### config.mk
export PLATFORM = sky130hd
export DESIGN_NAME = bakery_ticket_lock_arbiter_unit_flat
export DESIGN_NICKNAME = d
export VERILOG_FILES = /design/src/hdl/bkl_pkg.sv /design/src/hdl/bkl_req_if.sv /design/src/hdl/bkl_rsp_if.sv /design/src/hdl/bkl_ram.sv /design/src/hdl/bkl_scan.sv /design/src/hdl/bakery_ticket_lock_arbiter_unit.sv /design/src/flat_wrapper.sv
export VERILOG_INCLUDE_DIRS = /design/src /design/src/hdl
export SDC_FILE = /design/constraint.sdc
export NUM_CORES = 1
export LEC_CHECK = 0
export BUFFER_PORTS_ARGS = -buffer_cell sky130_fd_sc_hd__buf_2
export CORE_MARGIN = 10
export CORE_UTILIZATION = 45
export DETAILED_ROUTE_END_ITERATION = 10
export PLACE_DENSITY = 0.69
export REMOVE_ABC_BUFFERS = 1
export SYNTH_ARGS = -nofsm -noshare
export SYNTH_HDL_FRONTEND = slang
export SYNTH_SLANG_ARGS = --single-unit
### constraint.sdc
create_clock -name clk -period 4.7 [get_ports clk]
set_input_delay 0.94 -clock clk [delete_from_list [all_inputs] [get_ports clk]]
set_output_delay 0.94 -clock clk [all_outputs]
set_load 0.02 [all_outputs]
### src/hdl/bakery_ticket_lock_arbiter_unit_defines.svh
// Assertion macros used by the lock arbiter RTL.
`ifndef BAKERY_TICKET_LOCK_ARBITER_UNIT_DEFINES_SVH
`define BAKERY_TICKET_LOCK_ARBITER_UNIT_DEFINES_SVH

`ifndef SYNTHESIS

// Checked on every clock edge once reset has been released.
`define BKL_ASSERT(label, prop, msg) \
    label: assert property (@(posedge clk) disable iff (!rst_n) prop) else $error(msg);

// Checked on every clock edge, reset included.
`define BKL_ASSERT_ALWAYS(label, prop, msg) \
    label: assert property (@(posedge clk) prop) else $error(msg);

`else

`define BKL_ASSERT(label, prop, msg)
`define BKL_ASSERT_ALWAYS(label, prop, msg)

`endif

`endif

### src/hdl/bkl_pkg.sv
package bkl_pkg;

    // Sizing of the ticket store.
    localparam int THREADS     = 16;
    localparam int TICKET_BITS = 16;
    localparam int ADDR_W      = $clog2(THREADS);
    localparam int CNT_W       = $clog2(THREADS + 1);

    // Fixed widths of the request and result fields.
    localparam int KIND_W       = 2;
    localparam int THREAD_W     = 4;
    localparam int OWNER_W      = 4;
    localparam int TICKET_OUT_W = 16;

    localparam logic [TICKET_BITS-1:0] TICKET_MAX = '1;

    // Request kinds.
    localparam logic [KIND_W-1:0] KIND_TAKE    = 2'd0;
    localparam logic [KIND_W-1:0] KIND_POLL    = 2'd1;
    localparam logic [KIND_W-1:0] KIND_RELEASE = 2'd2;

    // Control of the scan accumulator, one entry per cycle.
    typedef struct packed {
        logic              clear;
        logic              en;
        logic [ADDR_W-1:0] idx;
        logic [ADDR_W-1:0] thread;
        logic              in_range;
    } scan_ctl_t;

    // Totals gathered over one scan of the ticket store.
    typedef struct packed {
        logic [TICKET_BITS-1:0] max;
        logic [TICKET_BITS-1:0] best;
        logic [TICKET_BITS-1:0] mine;
        logic [ADDR_W-1:0]      who;
        logic                   found;
    } scan_res_t;

endpackage

### src/hdl/bkl_req_if.sv
interface bkl_req_if
    import bkl_pkg::*;
();
    logic                valid;
    logic                ready;
    logic [KIND_W-1:0]   kind;
    logic [THREAD_W-1:0] thread;

    modport source (output valid, output kind, output thread, input ready);
    modport sink   (input valid, input kind, input thread, output ready);
endinterface

### src/hdl/bkl_rsp_if.sv
interface bkl_rsp_if
    import bkl_pkg::*;
();
    logic                    valid;
    logic                    ready;
    logic                    granted;
    logic [OWNER_W-1:0]      owner;
    logic                    owner_valid;
    logic [TICKET_OUT_W-1:0] ticket_value;
    logic                    overflow;

    modport source (output valid, output granted, output owner, output owner_valid,
                    output ticket_value, output overflow, input ready);
    modport sink   (input valid, input granted, input owner, input owner_valid,
                    input ticket_value, input overflow, output ready);
endinterface

### src/hdl/bkl_ram.sv
module bkl_ram #(
    parameter int WIDTH = 8,
    parameter int DEPTH = 16,
    localparam int AW   = $clog2(DEPTH)
) (
    input  logic             clk,
    input  logic             we,
    input  logic [AW-1:0]    waddr,
    input  logic [WIDTH-1:0] wdata,
    input  logic             re,
    input  logic [AW-1:0]    raddr,
    output logic [WIDTH-1:0] rdata
);

    logic [WIDTH-1:0] mem_reg [DEPTH];
    logic [WIDTH-1:0] rdata_reg;

    // One write port and one registered read port.
    always_ff @(posedge clk)
    begin
        if (we)
        begin
            mem_reg[waddr] <= wdata;
        end
        if (re)
        begin
            rdata_reg <= mem_reg[raddr];
        end
    end

    assign rdata = rdata_reg;

endmodule

### src/hdl/bkl_scan.sv
module bkl_scan
    import bkl_pkg::*;
(
    input  logic                   clk,
    input  scan_ctl_t              ctl,
    input  logic [TICKET_BITS-1:0] data,
    output scan_res_t              res
);

    scan_res_t acc_reg;
    scan_res_t acc_next;

    // Fold one stored ticket into the running maximum and owner search.
    // The requester's own entry counts in the maximum but is kept apart
    // from the owner search, since its value changes at the end of the step.
    always_comb
    begin
        acc_next = acc_reg;
        if (ctl.clear)
        begin
            acc_next = '0;
        end
        else if (ctl.en)
        begin
            if (data > acc_reg.max)
            begin
                acc_next.max = data;
            end
            if (ctl.in_range && (ctl.idx == ctl.thread))
            begin
                acc_next.mine = data;
            end
            else if ((data != '0) && (!acc_reg.found || (data < acc_reg.best)))
            begin
                acc_next.found = 1'b1;
                acc_next.best  = data;
                acc_next.who   = ctl.idx;
            end
        end
    end

    always_ff @(posedge clk)
    begin
        acc_reg <= acc_next;
    end

    assign res = acc_reg;

endmodule

### src/hdl/bakery_ticket_lock_arbiter_unit.sv
// Bakery-ordered lock manager for up to THREADS threads.
// Requests arrive on req (kind, thread): take a ticket, poll, or release.
// Every request gives exactly one result on rsp: whether the requester holds
// the lock, the current owner and whether there is one, the requester's
// ticket after the step and a saturation flag for takes.
// The tickets live in a single-port-read memory. Each request scans the
// store one entry per cycle through that read port, then, for a take or a
// release, writes the requester's entry back.
// Only one request is in work at a time; req.ready is high while idle.
// The result sits in an output register. If the receiver stalls, the
// finished result of the next request waits in the block until the output
// register has been emptied.
// Reset clears the per-entry valid bits, so every ticket reads as zero
// straight away; no clearing pass over the memory is needed.
`include "bakery_ticket_lock_arbiter_unit_defines.svh"

module bakery_ticket_lock_arbiter_unit
    import bkl_pkg::*;
(
    input  logic      clk,
    input  logic      rst_n,
    bkl_req_if.sink   req,
    bkl_rsp_if.source rsp
);

    localparam logic [1:0] ST_IDLE = 2'd0;
    localparam logic [1:0] ST_SCAN = 2'd1;
    localparam logic [1:0] ST_CALC = 2'd2;
    localparam logic [1:0] ST_DONE = 2'd3;

    logic [1:0]             state_reg, state_next;
    logic [CNT_W-1:0]       cnt_reg, cnt_next;
    logic                   dv_reg;
    logic [ADDR_W-1:0]      didx_reg;
    logic [THREADS-1:0]     valid_reg, valid_next;
    logic [KIND_W-1:0]      kind_reg;
    logic [ADDR_W-1:0]      thread_reg;
    logic                   in_range_reg;

    logic                    res_granted_reg;
    logic [ADDR_W-1:0]       res_owner_reg;
    logic                    res_owner_valid_reg;
    logic [TICKET_BITS-1:0]  res_ticket_reg;
    logic                    res_ovf_reg;

    logic                    out_valid_reg, out_valid_next;
    logic                    out_granted_reg;
    logic [OWNER_W-1:0]      out_owner_reg;
    logic                    out_owner_valid_reg;
    logic [TICKET_OUT_W-1:0] out_ticket_reg;
    logic                    out_ovf_reg;

    logic                   accept;
    logic                   ram_re;
    logic                   ram_we;
    logic [ADDR_W-1:0]      ram_raddr;
    logic [TICKET_BITS-1:0] ram_rdata;
    logic [TICKET_BITS-1:0] scan_data;
    scan_ctl_t              scan_ctl;
    scan_res_t              scan_res;

    logic [TICKET_BITS-1:0] new_ticket;
    logic                   calc_ovf;
    logic                   req_wins;
    logic                   load_out;

    assign accept    = req.valid && req.ready;
    assign req.ready = (state_reg == ST_IDLE);

    // Ticket store.
    assign ram_raddr = cnt_reg[ADDR_W-1:0];
    assign ram_re    = (state_reg == ST_SCAN) && (cnt_reg < CNT_W'(THREADS));

    bkl_ram #(
        .WIDTH (TICKET_BITS),
        .DEPTH (THREADS)
    ) u_ram (
        .clk   (clk),
        .we    (ram_we),
        .waddr (thread_reg),
        .wdata (new_ticket),
        .re    (ram_re),
        .raddr (ram_raddr),
        .rdata (ram_rdata)
    );

    // An entry never written since reset reads as zero.
    assign scan_data = valid_reg[didx_reg] ? ram_rdata : '0;

    assign scan_ctl.clear    = accept;
    assign scan_ctl.en       = dv_reg;
    assign scan_ctl.idx      = didx_reg;
    assign scan_ctl.thread   = thread_reg;
    assign scan_ctl.in_range = in_range_reg;

    bkl_scan u_scan (
        .clk  (clk),
        .ctl  (scan_ctl),
        .data (scan_data),
        .res  (scan_res)
    );

    // New ticket of the requester once the scan is complete.
    always_comb
    begin
        calc_ovf = 1'b0;
        case (kind_reg)
            KIND_TAKE:
            begin
                if (scan_res.max == TICKET_MAX)
                begin
                    new_ticket = TICKET_MAX;
                    calc_ovf   = in_range_reg;
                end
                else
                begin
                    new_ticket = scan_res.max + TICKET_BITS'(1);
                end
            end
            KIND_RELEASE:
            begin
                new_ticket = '0;
            end
            KIND_POLL:
            begin
                new_ticket = scan_res.mine;
            end
            default:
            begin
                new_ticket = scan_res.mine;
            end
        endcase
    end

    // The requester owns the lock if its ticket beats every other one,
    // equal tickets going to the lower thread id.
    assign req_wins = in_range_reg && (new_ticket != '0) &&
                      (!scan_res.found || (new_ticket < scan_res.best) ||
                       ((new_ticket == scan_res.best) && (thread_reg < scan_res.who)));

    assign ram_we = (state_reg == ST_CALC) && in_range_reg &&
                    ((kind_reg == KIND_TAKE) || (kind_reg == KIND_RELEASE));

    assign load_out = (state_reg == ST_DONE) && (!out_valid_reg || rsp.ready);

    // Sequencer and valid bits.
    always_comb
    begin
        state_next = state_reg;
        cnt_next   = cnt_reg;
        valid_next = valid_reg;
        case (state_reg)
            ST_IDLE:
            begin
                if (accept)
                begin
                    cnt_next   = '0;
                    state_next = ST_SCAN;
                end
            end
            ST_SCAN:
            begin
                if (cnt_reg == CNT_W'(THREADS))
                begin
                    state_next = ST_CALC;
                end
                else
                begin
                    cnt_next = cnt_reg + CNT_W'(1);
                end
            end
            ST_CALC:
            begin
                state_next = ST_DONE;
            end
            ST_DONE:
            begin
                if (load_out)
                begin
                    state_next = ST_IDLE;
                end
            end
            default:
            begin
                state_next = ST_IDLE;
            end
        endcase
        if (ram_we)
        begin
            valid_next[thread_reg] = 1'b1;
        end
    end

    // Output register handshake.
    always_comb
    begin
        out_valid_next = out_valid_reg;
        if (load_out)
        begin
            out_valid_next = 1'b1;
        end
        else if (rsp.ready)
        begin
            out_valid_next = 1'b0;
        end
    end

    // Control registers.
    always_ff @(posedge clk or negedge rst_n)
    begin
        if (!rst_n)
        begin
            state_reg     <= ST_IDLE;
            cnt_reg       <= '0;
            dv_reg        <= 1'b0;
            valid_reg     <= '0;
            out_valid_reg <= 1'b0;
        end
        else
        begin
            state_reg     <= state_next;
            cnt_reg       <= cnt_next;
            dv_reg        <= ram_re;
            valid_reg     <= valid_next;
            out_valid_reg <= out_valid_next;
        end
    end

    // Payload registers.
    always_ff @(posedge clk)
    begin
        didx_reg <= ram_raddr;
        if (accept)
        begin
            kind_reg     <= req.kind;
            thread_reg   <= ADDR_W'(req.thread);
            in_range_reg <= (int'(req.thread) < THREADS);
        end
        if (state_reg == ST_CALC)
        begin
            res_granted_reg     <= req_wins;
            res_owner_reg       <= req_wins ? thread_reg : scan_res.who;
            res_owner_valid_reg <= req_wins || scan_res.found;
            res_ticket_reg      <= in_range_reg ? new_ticket : '0;
            res_ovf_reg         <= calc_ovf;
        end
        if (load_out)
        begin
            out_granted_reg     <= res_granted_reg;
            out_owner_reg       <= OWNER_W'(res_owner_reg);
            out_owner_valid_reg <= res_owner_valid_reg;
            out_ticket_reg      <= TICKET_OUT_W'(res_ticket_reg);
            out_ovf_reg         <= res_ovf_reg;
        end
    end

    assign rsp.valid        = out_valid_reg;
    assign rsp.granted      = out_granted_reg;
    assign rsp.owner        = out_owner_reg;
    assign rsp.owner_valid  = out_owner_valid_reg;
    assign rsp.ticket_value = out_ticket_reg;
    assign rsp.overflow     = out_ovf_reg;

    // Checks on the sequencer and on the results.
    `BKL_ASSERT(a_accept_starts_scan, accept |=> (state_reg == ST_SCAN), "scan not started")
    `BKL_ASSERT(a_read_data_in_scan, dv_reg |-> (state_reg == ST_SCAN), "stray read data")
    `BKL_ASSERT(a_grant_has_owner, (rsp.valid && rsp.granted) |-> rsp.owner_valid, "no owner")
    `BKL_ASSERT(a_ovf_at_max, (rsp.valid && rsp.overflow) |-> (&rsp.ticket_value), "low ticket")

endmodule
### src/flat_wrapper.sv
// flat-port wrapper written by rule: the top's interface ports become plain ports
module bakery_ticket_lock_arbiter_unit_flat import bkl_pkg::*;
  (clk, rst_n, req_valid, req_kind, req_thread, req_ready, rsp_valid, rsp_granted, rsp_owner, rsp_owner_valid, rsp_ticket_value, rsp_overflow, rsp_ready);
  bkl_req_if req_i ();
  bkl_rsp_if rsp_i ();
  input  logic clk;
  input  logic rst_n;
  input wire logic [$bits(req_i.valid)-1:0] req_valid;
  input wire logic [$bits(req_i.kind)-1:0] req_kind;
  input wire logic [$bits(req_i.thread)-1:0] req_thread;
  output wire logic [$bits(req_i.ready)-1:0] req_ready;
  output wire logic [$bits(rsp_i.valid)-1:0] rsp_valid;
  output wire logic [$bits(rsp_i.granted)-1:0] rsp_granted;
  output wire logic [$bits(rsp_i.owner)-1:0] rsp_owner;
  output wire logic [$bits(rsp_i.owner_valid)-1:0] rsp_owner_valid;
  output wire logic [$bits(rsp_i.ticket_value)-1:0] rsp_ticket_value;
  output wire logic [$bits(rsp_i.overflow)-1:0] rsp_overflow;
  input wire logic [$bits(rsp_i.ready)-1:0] rsp_ready;
  assign req_i.valid = req_valid;
  assign req_i.kind = req_kind;
  assign req_i.thread = req_thread;
  assign req_ready = req_i.ready;
  assign rsp_valid = rsp_i.valid;
  assign rsp_granted = rsp_i.granted;
  assign rsp_owner = rsp_i.owner;
  assign rsp_owner_valid = rsp_i.owner_valid;
  assign rsp_ticket_value = rsp_i.ticket_value;
  assign rsp_overflow = rsp_i.overflow;
  assign rsp_i.ready = rsp_ready;
  bakery_ticket_lock_arbiter_unit u_core (.clk(clk), .rst_n(rst_n), .req(req_i), .rsp(rsp_i));
endmodule
After elaboration in Yosys (flattened, before gate mapping):

Memories as Yosys holds them, arrays and structs flattened. A register that Yosys moved wholly into a read port is not among the register bits.
Index checks and enable logic that the tools add are counted.

* $add $sub $neg: 2
* magnitude comparators: 8
* equal/unequal tests: 12
* muxes and demuxes: 19
* bitwise operators: 2
* reductions and logical operators: 28

Operators with widths (number)
* less-than comparator 16 bit: 2
* 2-to-1 mux 16 bit: 2
* one-hot mux 16 bit (2 select lines): 1
* nonzero test 16 bit: 2
* adder 16 x 1 -> 16 bit (second input constant): 1
* equality test 16 bit: 1
* equality test 16 bit (second input constant): 1
* > comparator 16 bit: 1
* OR 16 bit: 1
* less-than comparator 4 x 5 -> 1 bit (second input constant): 2
* 2-to-1 mux 5 bit: 2
* one-hot mux 5 bit (2 select lines): 1
* AND reduction 3 bit: 3
* logical AND 1 bit: 8
* one-hot mux 2 bit (4 select lines): 1
* equality test 2 bit (second input constant): 3
* logical OR 1 bit: 6
* 2-to-1 mux 1 bit: 6
* 2-to-1 mux 2 bit: 3
* != test 2 bit (second input constant): 3
* AND reduction 2 bit: 3
* adder 5 x 1 -> 5 bit (second input constant): 1
* equality test 5 bit (second input constant): 1
* less-than comparator 5 bit (second input constant): 1
* 12 further kinds: 15

* bits in registers: 134
* bits in writable memories: 256
* input port bits: 10
* output and inout port bits: 25
* memories kept: 1

Memory list
* u_core.u_ram.mem_reg: words 16, width 16, read ports 1, clocked after memory_dff 1, wr ports 1, RTL line bkl_ram.sv:15 `logic [WIDTH-1:0] mem_reg [DEPTH];`

Depth between registers and ports, before layout:

* depth after elaboration: 8
* depth in mapped cells: 15
* gate-level depth less buffers: 14

Cells and area by module:

Synthesis repeated with hierarchy kept, for this count alone.

* cell total of the unflattened synthesis: 1102
* area total of the unflattened synthesis: 17439.2 µm²

By module, submodules not included
* bkl_ram: times used 1, cells each 432, area each 10202.3 µm²
* bakery_ticket_lock_arbiter_unit: times used 1, cells each 355, area each 4305.4 µm²
* bkl_scan: times used 1, cells each 315, area each 2931.6 µm²

Worst setup path after synthesis:

No wires, ideal clock.

* path type: register to register
* from: register u_core.u_scan.acc_reg (netlist bit u_core.u_scan.res[37])
* to: register u_core.res_owner_reg[0] (data pin)
* arrival time: 3450 ps
* data required time: 4440 ps
* slack: 990 ps
* cell stages (with the launch flop): 14
* buffers on the path: 0
* period minus slack after synthesis: 3710 ps
* cell sequence: dfxtp_1 ha_1 nand4_2 nor3_1 nand3_1 clkinv_1 or3_1 ha_1 nand4_1 or3b_2 o41ai_1 a21o_1 o31ai_4 mux2_2

* word-level cells in the longest chain between the ends: 8
* elaborated cells between the ends (all ways): 12
* those cells by class: add/sub: 1; order compare: 1; eq/ne: 2; mux: 3; reduce/logical: 5

RTL lines
* from (decl): RTL line bkl_scan.sv:10 `scan_res_t acc_reg;`
* from (signal assigned): RTL line bkl_scan.sv:44 `acc_reg <= acc_next;`
* adder 16 x 1 -> 16 bit / equality test 16 bit (equally long branches): RTL line bakery_ticket_lock_arbiter_unit.sv:117, bakery_ticket_lock_arbiter_unit.sv:110
* 2-to-1 mux 16 bit *: RTL line bakery_ticket_lock_arbiter_unit.sv:110 `if (scan_res.max == TICKET_MAX)`
* one-hot mux 16 bit (2 select lines) *: RTL line bakery_ticket_lock_arbiter_unit.sv:107 `case (kind_reg)`
* net u_core.new_ticket[6]: RTL line bakery_ticket_lock_arbiter_unit.sv:62 `logic [TICKET_BITS-1:0] new_ticket;`
* less-than comparator 16 bit / equality test 16 bit (equally long branches): RTL line bakery_ticket_lock_arbiter_unit.sv:138, bakery_ticket_lock_arbiter_unit.sv:139
* logical OR 1 bit / logical AND 1 bit (equally long branches): RTL line bakery_ticket_lock_arbiter_unit.sv:138, bakery_ticket_lock_arbiter_unit.sv:139
* logical OR 1 bit: RTL line bakery_ticket_lock_arbiter_unit.sv:138 `(!scan_res.found || (new_ticket < scan_res.best) ||`
* logical AND 1 bit *: RTL line bakery_ticket_lock_arbiter_unit.sv:137 `assign req_wins = in_range_reg && (new_ticket != '0) &&`
* 2-to-1 mux 4 bit *: RTL line bakery_ticket_lock_arbiter_unit.sv:242 `res_owner_reg <= req_wins ? thread_reg : scan_res.who;`
* to (signal assigned): RTL line bakery_ticket_lock_arbiter_unit.sv:242
* to (decl): RTL line bakery_ticket_lock_arbiter_unit.sv:41 `logic [ADDR_W-1:0] res_owner_reg;`

The timed path passes the listed nets; every way through them passes the cells marked *.
A chain may end at the register's enable or synchronous reset.

Worst setup path after layout:

* from: register u_core.didx_reg[1]
* to: register u_core.u_scan.acc_reg (netlist bit u_core.u_scan.res[24])

* word-level cells in the longest chain between the ends: 7
* elaborated cells between the ends (all ways): 10
* those cells by class: order compare: 1; eq/ne: 1; mux: 3; bitwise: 1; reduce/logical: 4

RTL lines
* from (decl): RTL line bakery_ticket_lock_arbiter_unit.sv:34 `logic [ADDR_W-1:0] didx_reg;`
* from (signal assigned): RTL line bakery_ticket_lock_arbiter_unit.sv:232 `didx_reg <= ram_raddr;`
* binary-select mux 1 bit (select 4 bit) *: RTL line bakery_ticket_lock_arbiter_unit.sv:88 `assign scan_data = valid_reg[didx_reg] ? ram_rdata : '0;`
* 2-to-1 mux 1 bit (implied by the code) *: RTL line bakery_ticket_lock_arbiter_unit.sv:88
* 2-to-1 mux 16 bit *: RTL line bakery_ticket_lock_arbiter_unit.sv:88
* net u_core.scan_data[13]: RTL line bakery_ticket_lock_arbiter_unit.sv:58 `logic [TICKET_BITS-1:0] scan_data;`
* less-than comparator 16 bit: RTL line bkl_scan.sv:33 `else if ((data != '0) && (!acc_reg.found || (data < acc_reg.best)))`
* logical OR 1 bit: RTL line bkl_scan.sv:33
* logical AND 1 bit *: RTL line bkl_scan.sv:33
* AND reduction 3 bit (no line) *

The timed path passes the listed nets; every way through them passes the cells marked *. The select of a mux whose other input is x is not followed.

==> results.txt <==
Status = complete, no violations
Area leader, netlist = edfxtp_1
Initial antenna violation count = 0
Dpl ws = 0.5874 ns
Internal = 0.008149 W
Final #Nets = 1187
R2R Setup Slk = 0.53 ns
WP data required = 5.15 ns
Slowest stage cell on the critical path = dfxtp_1
Comb pwr share = 31.2%
Root buffer cell = clkbuf_16
Num CTS Buffers = 42
Crit Path Max Fanout = 18
Setup crit start = u_core.didx_reg[1]
Yosys cell types = 62
Crit path capture = u_core.u_scan.res[24]
Count leader, synth = edfxtp_1
Post-synthesis async set-or-reset flop share = 6.158%
Core region area = 0.03740 sq mm
Share of cells above drive strength 1 = 23.05%
Total grt overflow = 0
Vias = 9453
Routed Antenna Nets = 0
Max-slew violations = 0
Detailed Place HPWL = 24320 um
Pre-antenna DRT Iters = 5
Period utilisation layout = 88.82%
Seq. cell area = 0.01150 sq mm
Crit path max-delay family = simple AND/OR/NAND/NOR gates
Max-Cap Viols = 0
Final WS setup = 0.5255 ns
Highest clock rate = 239.5 MHz
Clk buf depth = 3
Crit path largest cell delay = 0.57 ns
Die area = 0.04589 sq mm
Post-Layout Inst Area = 0.01934 sq mm
Reg2Reg Launch Point = u_core.didx_reg[1]
CTS H-tree depth = 2
CTS tree = built
Top cell type's share of synthesized area = 57.31%
Via count of the first global-routing pass = 9618
Register area share after synthesis = 67.72%
Capturing point of the worst reg2reg path = u_core.u_scan.res[24]
Power Density = 624.7 mW/mm^2
Pin count of the biggest net entering global routing = 54
Final Setup Violations = 0
Die X = 214.2 um
Slew margin rel. = 30.84%
Placed cell count = 1587
Avg WL per Cell = 23.31 um
# hold bufs at CTS = 0
Cells after synthesis = 1048
Dpl cell area = 0.01796 sq mm
First-pass GRT wire length = 59320 um
Min Tclk post-route = 4.175 ns
Yosys warns = 0
Layout Skew = 0.02258 ns
Final Hold Vio Count = 0
Switch Pwr = 0.003937 W
Flip-flop count of the largest register after layout = 256
Worst setup EP type = register
#FFs+latches synth = 406
Slew @ Worst Pin = 1.036 ns
Num rows = 71
Startpoint Class = register
Starting Density = 45.39%
Via density = 5.674
Worst EP arrival = 4.63 ns
GR Util All Layers = 16.70%
Reg clk slew, reported paths = 0.06 ns
Post-CTS resize count = 0
CP Depth = 11
Boundary Pins = 35
Clock power frac = 27.5%
R2R depth = 11
Gpl congestion = 0.9278
Synth top cells by count = 324 x edfxtp_1, 83 x mux4_2, 57 x dfxtp_1, 57 x ha_1, 56 x nand2_1
Fill count = 3006
Post-synth EDFFs = 324
Initial DRC count = 835
P_leak = 6.964 nW
Mapped cell area = 0.01698 sq mm
Area Growth Syn to Fin = 13.95%
Dominant cells by area after synthesis = edfxtp_1 57%, mux4_2 11%, dfxtp_1 6.7%
Crit path kind = register to register
Remaining DRCs = 0
Port Buffer Count = 34
Post CTS Setup Buffer Count = 0
Die H = 214.2 um
Sequential Power Share = 41.3%
VDD IR-drop max = 0.0002842 V
Setup_tns = 0 ns
Switching part of the total = 32.57%
Primary FF master, synth = edfxtp_1
Crit path buf inv count = 0
Synth Area per Inst = 16.20 sq um
Clk sinks = 406
Crit-path cells = mux4_2 -> nor2b_1 -> a211o_1 -> and3_1 -> ha_1 -> nand4_1 -> nor2_1 -> nand3_1 -> a311o_1 -> nand2_2 -> mux2i_1
Skew-Pair Late Insertion Delay = 0.55 ns
Finished Layout Cells = 1666
RSZ-0062 raised after global routing = false
WL final = 38830 um
Multi-input gate area = 0.005182 sq mm
Hold Crit Class = input port to async pin
## per-layer routing
metal | up-vias | global-route usage [%] | wire length [um]
met5 | - | 0 | 0
met3 | 67 | 2.313 | 2165
met4 | 0 | 5.412 | 917
met2 | 303 | 28.14 | 19300
met1 | 4849 | 21.96 | 16440
li1 | 4234 | - | -
## layout make-up
type,instances,share of cell area (%)
repair buffers,72,2.419
flip-flops and latches,406,59.45
well taps,511,3.305
inverters,46,0.8926
diodes,1,0.01294
clock inverters,20,1.164
clock buffers,58,5.963
multi-input cells,552,26.79
## power groups by stage
| stage | combinational (W) | clock (W) | sequential (W) |
|---|---|---|---|
| 4_1_cts | 0.00378 | 0.00338 | 0.00500 |
| 3_5_place_dp | 0.00378 | 0 | 0.00507 |
| 5_1_grt | 0.00415 | 0.00352 | 0.00506 |
| 2_1_floorplan | 0.00255 | 0 | 0.00509 |
| 6_report | 0.00377 | 0.00332 | 0.00499 |
| 3_3_place_gp | 0.00370 | 0 | 0.00505 |
## cell usage in the layout, fill, tap and decap left out, types with 12 or more instances in the layout
| master | instances |
|---|---|
| edfxtp_1 | 324 |
| mux4_2 | 83 |
| ha_1 | 57 |
| dfxtp_1 | 57 |
| nand2_1 | 56 |
| inv_1 | 45 |
| clkbuf_16 | 44 |
| nand3_1 | 43 |
| buf_4 | 37 |
| buf_2 | 34 |
| nor2_1 | 32 |
| o21ai_0 | 32 |
| mux2i_1 | 31 |
| a21oi_1 | 27 |
| dfrtp_1 | 23 |
| and3_1 | 17 |
| or2_2 | 17 |
| clkbuf_1 | 14 |
| nand4_1 | 13 |
| nor2_2 | 12 |
## logic make-up after synthesis
kind of cell	after synthesis	synth area share, %
buffers and inverters	90	2.078
AND/OR/NAND/NOR	256	7.754
multiplexers	120	13.24
adder cells (fa/ha/maj)	57	4.201
AO/OA/AOI/OAI	102	4.135
flip-flops	406	67.72
XOR/XNOR	17	0.8770
## how the worst min path moves through the flow
stage / to / depth (start not counted) / start / slack [ns]
after global routing: u_core.cnt_reg[4] / 1 / rst_n / 0.42
final: u_core.rsp.valid / 1 / rst_n / 0.38
after floorplan: u_core.rsp.granted / 0 / u_core.res_granted_reg / 0.40
after detailed placement: u_core.rsp.ticket_value[12] / 0 / u_core.res_ticket_reg[12] / 0.40
after CTS: u_core.cnt_reg[0] / 1 / rst_n / 0.39
after global placement: u_core.rsp.ticket_value[6] / 0 / u_core.res_ticket_reg[6] / 0.40
## stage by stage
stage	util [%]	hold slack, ns	total power [W]
final	51.72	0.3848	0.01209
after global routing	51.72	0.4175	0.01273
after CTS	51.72	0.3914	0.01216
after detailed placement	48.03	0.4045	0.008844
after global placement	48.03	0.4007	0.008748
after floorplan	-	0.4003	0.007634
Note: power is estimated with default switching activity, not from simulation.
